File: config.mk
export PLATFORM = sky130hd
export DESIGN_NAME = dcp_ram
export DESIGN_NICKNAME = d
export VERILOG_FILES = /design/src/hdl/dcp_ram.sv
export SDC_FILE = /design/constraint.sdc
export NUM_CORES = 1
export LEC_CHECK = 0
export ABC_AREA = 1
export ABC_CLOCK_PERIOD_IN_PS = 2400
export BUFFER_PORTS_ARGS = -buffer_cell sky130_fd_sc_hd__buf_2
export CAP_MARGIN = 20
export CORE_MARGIN = 3
export CORE_UTILIZATION = 45
export CTS_CLUSTER_SIZE = 12
export DETAILED_ROUTE_END_ITERATION = 7
export PLACE_DENSITY_LB_ADDON = 0.25
export SLEW_MARGIN = 20
export SYNTH_ARGS = -nofsm -noshare
export SYNTH_HDL_FRONTEND = slang
export SYNTH_SLANG_ARGS = --single-unit
File: constraint.sdc
create_clock -name clk -period 2.4 [get_ports clk]
set_clock_uncertainty 0.2 [all_clocks]
set_input_delay 0.24 -clock clk [delete_from_list [all_inputs] [get_ports clk]]
set_output_delay 0.24 -clock clk [all_outputs]
set_load 0.005 [all_outputs]
File: src/hdl/dcp_ram.sv
// Generic single-write, single-read memory with registered read data.
module dcp_ram #(
	parameter int WIDTH = 8,
	parameter int DEPTH = 64
) (
	input  logic                     clk,
	input  logic                     we,
	input  logic [$clog2(DEPTH)-1:0] waddr,
	input  logic [WIDTH-1:0]         wdata,
	input  logic                     re,
	input  logic [$clog2(DEPTH)-1:0] raddr,
	output logic [WIDTH-1:0]         rdata
);

	logic [WIDTH-1:0] mem_q [DEPTH];
	logic [WIDTH-1:0] rdata_q;

	always_ff @(posedge clk) begin
		if (we) mem_q[waddr] <= wdata;
		if (re) rdata_q <= mem_q[raddr];
	end

	assign rdata = rdata_q;

endmodule

==> impl_metrics.xml <==
<?xml version="1.0" encoding="UTF-8"?>
<metrics>
  <group name="placed_design">
    <metric name="dp_hpwl" unit="um">32200</metric>
    <metric name="placement.io_buffers" unit="">30</metric>
    <metric name="placement.cell_area" unit="um2">22600</metric>
    <metric name="dpl.cell_count" unit="">2440</metric>
    <metric name="gpl.final_weighted_congestion" unit="">0.817</metric>
  </group>
  <group name="synthesis">
    <metric name="post_synth_instance_area" unit="um2">21400</metric>
    <metric name="synth.most_common_cell" unit="">sky130_fd_sc_hd__nand2_1</metric>
    <metric name="postSynthRegisterBits" unit="">520</metric>
    <metric name="synth_top_area_share" unit="%">72.9</metric>
    <metric name="yosys.cell_types.count" unit="">15</metric>
    <metric name="synth_top_cell_by_area" unit="">sky130_fd_sc_hd__edfxtp_1</metric>
    <metric name="syn_inst" unit="">1805</metric>
    <metric name="post_synth_edffs" unit="">520</metric>
    <metric name="netlist_top_cells_count" unit="">648 x sky130_fd_sc_hd__nand2_1, 520 x sky130_fd_sc_hd__edfxtp_1, 439 x sky130_fd_sc_hd__nand3_1</metric>
    <metric name="synth-async-reset-ratio" unit="%">0</metric>
    <metric name="synthesis.area_per_instance" unit="um2">11.9</metric>
    <metric name="ys_warn_count" unit="">0</metric>
    <metric name="postSynth.topFlopCell" unit="">sky130_fd_sc_hd__edfxtp_1</metric>
    <metric name="synth.area.top_cells" unit="">sky130_fd_sc_hd__edfxtp_1 73%, sky130_fd_sc_hd__nand2_1 11%, sky130_fd_sc_hd__nand3_1 10%</metric>
    <metric name="synth_fp_nets" unit="">1828</metric>
    <metric name="synth_seq_area_share" unit="%">72.9</metric>
  </group>
  <group name="timing">
    <metric name="final-setup-viol-count" unit="">0</metric>
    <metric name="timing.final.max_slew_violations" unit="">0</metric>
    <metric name="timing.slew.headroom" unit="%">45.8</metric>
    <metric name="fin_worst_hold_slack" unit="ns">0.0108</metric>
    <metric name="final.period_utilization" unit="%">77.1</metric>
    <metric name="fmaxAchievable" unit="GHz">0.541</metric>
    <metric name="grt_setup_unrepaired" unit="">no</metric>
    <metric name="worst-slew-pin-transition" unit="ns">0.812</metric>
    <metric name="timing_hold_violations_final" unit="">0</metric>
    <metric name="timing.final.crit_period" unit="ns">1.85</metric>
  </group>
  <group name="detailed_routing">
    <metric name="vias_per_cell" unit="">5.54</metric>
    <metric name="avgRoutedWirePerCell" unit="um">21.4</metric>
    <metric name="route.vias.total" unit="">14000</metric>
    <metric name="drtPass1Iterations" unit="">5</metric>
    <metric name="drt_iter0_markers" unit="">1237</metric>
    <metric name="antenna_left" unit="">0</metric>
    <metric name="final_wirelength" unit="um">54300</metric>
    <metric name="detail_route.drc_violations" unit="">0</metric>
  </group>
  <group name="worst_hold_path">
    <metric name="min_to" unit="">mem_q[36][4]</metric>
    <metric name="hold_class" unit="">input pin to register</metric>
    <metric name="worst_hold_startpoint" unit="">wdata[4]</metric>
    <metric name="holdPathStages" unit="">1</metric>
  </group>
  <group name="clock_network">
    <metric name="tritoncts_clock_tree" unit="">done</metric>
    <metric name="clk_root_buffer_cell" unit="">sky130_fd_sc_hd__clkbuf_16</metric>
    <metric name="path_clk_slew" unit="ns">0.06</metric>
    <metric name="post_cts.resized_instances" unit="">0</metric>
    <metric name="cts_hold_repair.buffers" unit="">7</metric>
    <metric name="cts_post_setup_buffers_inserted" unit="">0</metric>
    <metric name="cts_htree_levels" unit="">2</metric>
    <metric name="cts_max_path_buffers" unit="">3</metric>
    <metric name="cts_inserted_buffers" unit="">53</metric>
    <metric name="worstSkewPairLatency" unit="ns">0.59</metric>
    <metric name="clock_sink_count" unit="">520</metric>
  </group>
  <group name="pwr">
    <metric name="vdd_drop_max" unit="mV">0.573</metric>
    <metric name="design_power_total" unit="W">0.0188</metric>
    <metric name="leakagePower" unit="nW">8.82</metric>
    <metric name="power_density" unit="nW/um2">776</metric>
  </group>
  <group name="setup_path">
    <metric name="reg2reg_slack" unit="ns">0.55</metric>
    <metric name="critPathRequiredTime" unit="ns">2.54</metric>
    <metric name="worstSetupPathType" unit="">register to register</metric>
    <metric name="end_kind" unit="">register</metric>
    <metric name="worst-r2r-cell-count" unit="">8</metric>
    <metric name="cp-start-kind" unit="">register</metric>
    <metric name="reg_to_reg_critical_path_endpoint" unit="">rdata[7]</metric>
    <metric name="critical_path_arrival" unit="ns">1.99</metric>
    <metric name="critical_path_peak_fanout" unit="">1</metric>
    <metric name="crit-reg2reg-launch" unit="">mem_q[7][7]</metric>
  </group>
  <group name="die">
    <metric name="boundaryPins" unit="">31</metric>
    <metric name="start_util" unit="%">45.8</metric>
    <metric name="core-area" unit="um2">46800</metric>
    <metric name="chipHeight" unit="um">224</metric>
    <metric name="chipWidth" unit="um">224</metric>
    <metric name="num_rows" unit="">79</metric>
    <metric name="die_area" unit="um2">50300</metric>
  </group>
  <group name="cells_and_area">
    <metric name="layout-area-overhead-vs-synth" unit="%">13.1</metric>
    <metric name="final_core_density" unit="%">51.8</metric>
    <metric name="layout-drive-gt1-share" unit="%">10.7</metric>
    <metric name="fin_cells" unit="">2537</metric>
    <metric name="fillCellCount" unit="">4003</metric>
    <metric name="finish.net_count" unit="">1918</metric>
    <metric name="stdcell_area" unit="um2">24200</metric>
  </group>
  <group name="global_route">
    <metric name="grt_usage" unit="%">21.8</metric>
    <metric name="grt_overflow_total" unit="">0</metric>
    <metric name="grt_start_max_net_pins" unit="">91</metric>
    <metric name="global_route_wire_length_before_repair" unit="um">83800</metric>
    <metric name="antenna_found_initial" unit="">4</metric>
    <metric name="grt_pass1_vias" unit="">14000</metric>
  </group>
  <group name="outcome">
    <metric name="outcome" unit="">completed</metric>
  </group>
  <group name="run">
    <metric name="max_cap_viol_count" unit="">0</metric>
  </group>
</metrics>
## logic make-up (layout without fill, tap and decap cells)
group | after synthesis | in the layout | synth area share (%)
simple gates | 1160 | 1160 | 23.1
flops | 520 | 520 | 72.9
buf+inv | 125 | 247 | 4.01
other cells | 0 | 3 | 0
## power by group
group	total [W]	leakage, nW	switching, W	internal, W
registers	0.0101	4.69	0.0000232	0.0101
clock network	0.00747	0.750	0.00324	0.00424
logic	0.00123	3.39	0.000887	0.000342
total	0.0188	8.82	0.00415	0.0147
## layout make-up
type / count / area (um2) / share of cell area, %
diodes: 3 / 7.51 / 0.0310
clock buffers: 68 / 1430 / 5.88
clock inverters: 19 / 109 / 0.449
inverters: 12 / 52.6 / 0.217
multi-input cells: 1160 / 4950 / 20.4
flip-flops and latches: 520 / 15600 / 64.5
well taps: 607 / 759 / 3.13
repair buffers: 148 / 1310 / 5.42
## per-stage QoR
step | setup WS [ns] | setup TNS [ns]
2_1_floorplan | 0.194 | 0
6_report | 0.550 | 0
4_1_cts | 0.563 | 0
5_1_grt | 0.452 | 0
3_5_place_dp | 0.0690 | 0
3_3_place_gp | -0.101 | -0.301
## state kept, by name (all words and copies together) (netlist names)
signal / flops
mem_q: 512
rdata: 8
## critical path: stages, from the launching register on
cell and delay, ns:
sky130_fd_sc_hd__edfxtp_1 0.36, sky130_fd_sc_hd__nand2_1 0.07, sky130_fd_sc_hd__nand3_1 0.08, sky130_fd_sc_hd__nand3_1 0.14
sky130_fd_sc_hd__nand2_1 0.09, sky130_fd_sc_hd__nand2_1 0.07, sky130_fd_sc_hd__nand3_1 0.19, sky130_fd_sc_hd__nand3_1 0.30
sky130_fd_sc_hd__nand2_1 0.10
## worst max path at each step
stage | startpoint | end | cells after the start
after detailed placement | raddr[1] | rdata[7] | 10
after floorplan | we | mem_q[48][0] | 3
after CTS | mem_q[13][7] | rdata[7] | 8
final | mem_q[7][7] | rdata[7] | 8
after global placement | raddr[3] | rdata[7] | 6
after global routing | mem_q[7][7] | rdata[7] | 8
## cells in the final DEF (no fill, tap or decap)
master                          instances
sky130_fd_sc_hd__clkinv_1              12
sky130_fd_sc_hd__buf_12                20
sky130_fd_sc_hd__nand4_1                9
sky130_fd_sc_hd__edfxtp_1             520
sky130_fd_sc_hd__buf_2                 28
sky130_fd_sc_hd__inv_6                  2
sky130_fd_sc_hd__nor4_1                 8
sky130_fd_sc_hd__nand3_1              439
sky130_fd_sc_hd__nand2_1              648
sky130_fd_sc_hd__bufinv_16              1
sky130_fd_sc_hd__inv_2                  2
sky130_fd_sc_hd__clkbuf_16             55
sky130_fd_sc_hd__buf_4                 92
sky130_fd_sc_hd__inv_4                  1
sky130_fd_sc_hd__inv_1                  8
sky130_fd_sc_hd__dlygate4sd3_1          7
sky130_fd_sc_hd__diode_2                3
sky130_fd_sc_hd__buf_6                  1
sky130_fd_sc_hd__clkinv_2               5
sky130_fd_sc_hd__clkbuf_1              13
sky130_fd_sc_hd__nor2_1                56
## layer usage
metal,vias up,part of all wire (%),track usage [%]
li1,6531,-,-
met1,6889,42,29.9
met2,513,48,36.3
met3,108,7.1,3.00
met4,2,3.2,7.46
met5,-,0.020,0
Power figures use the tool's default switching activity.
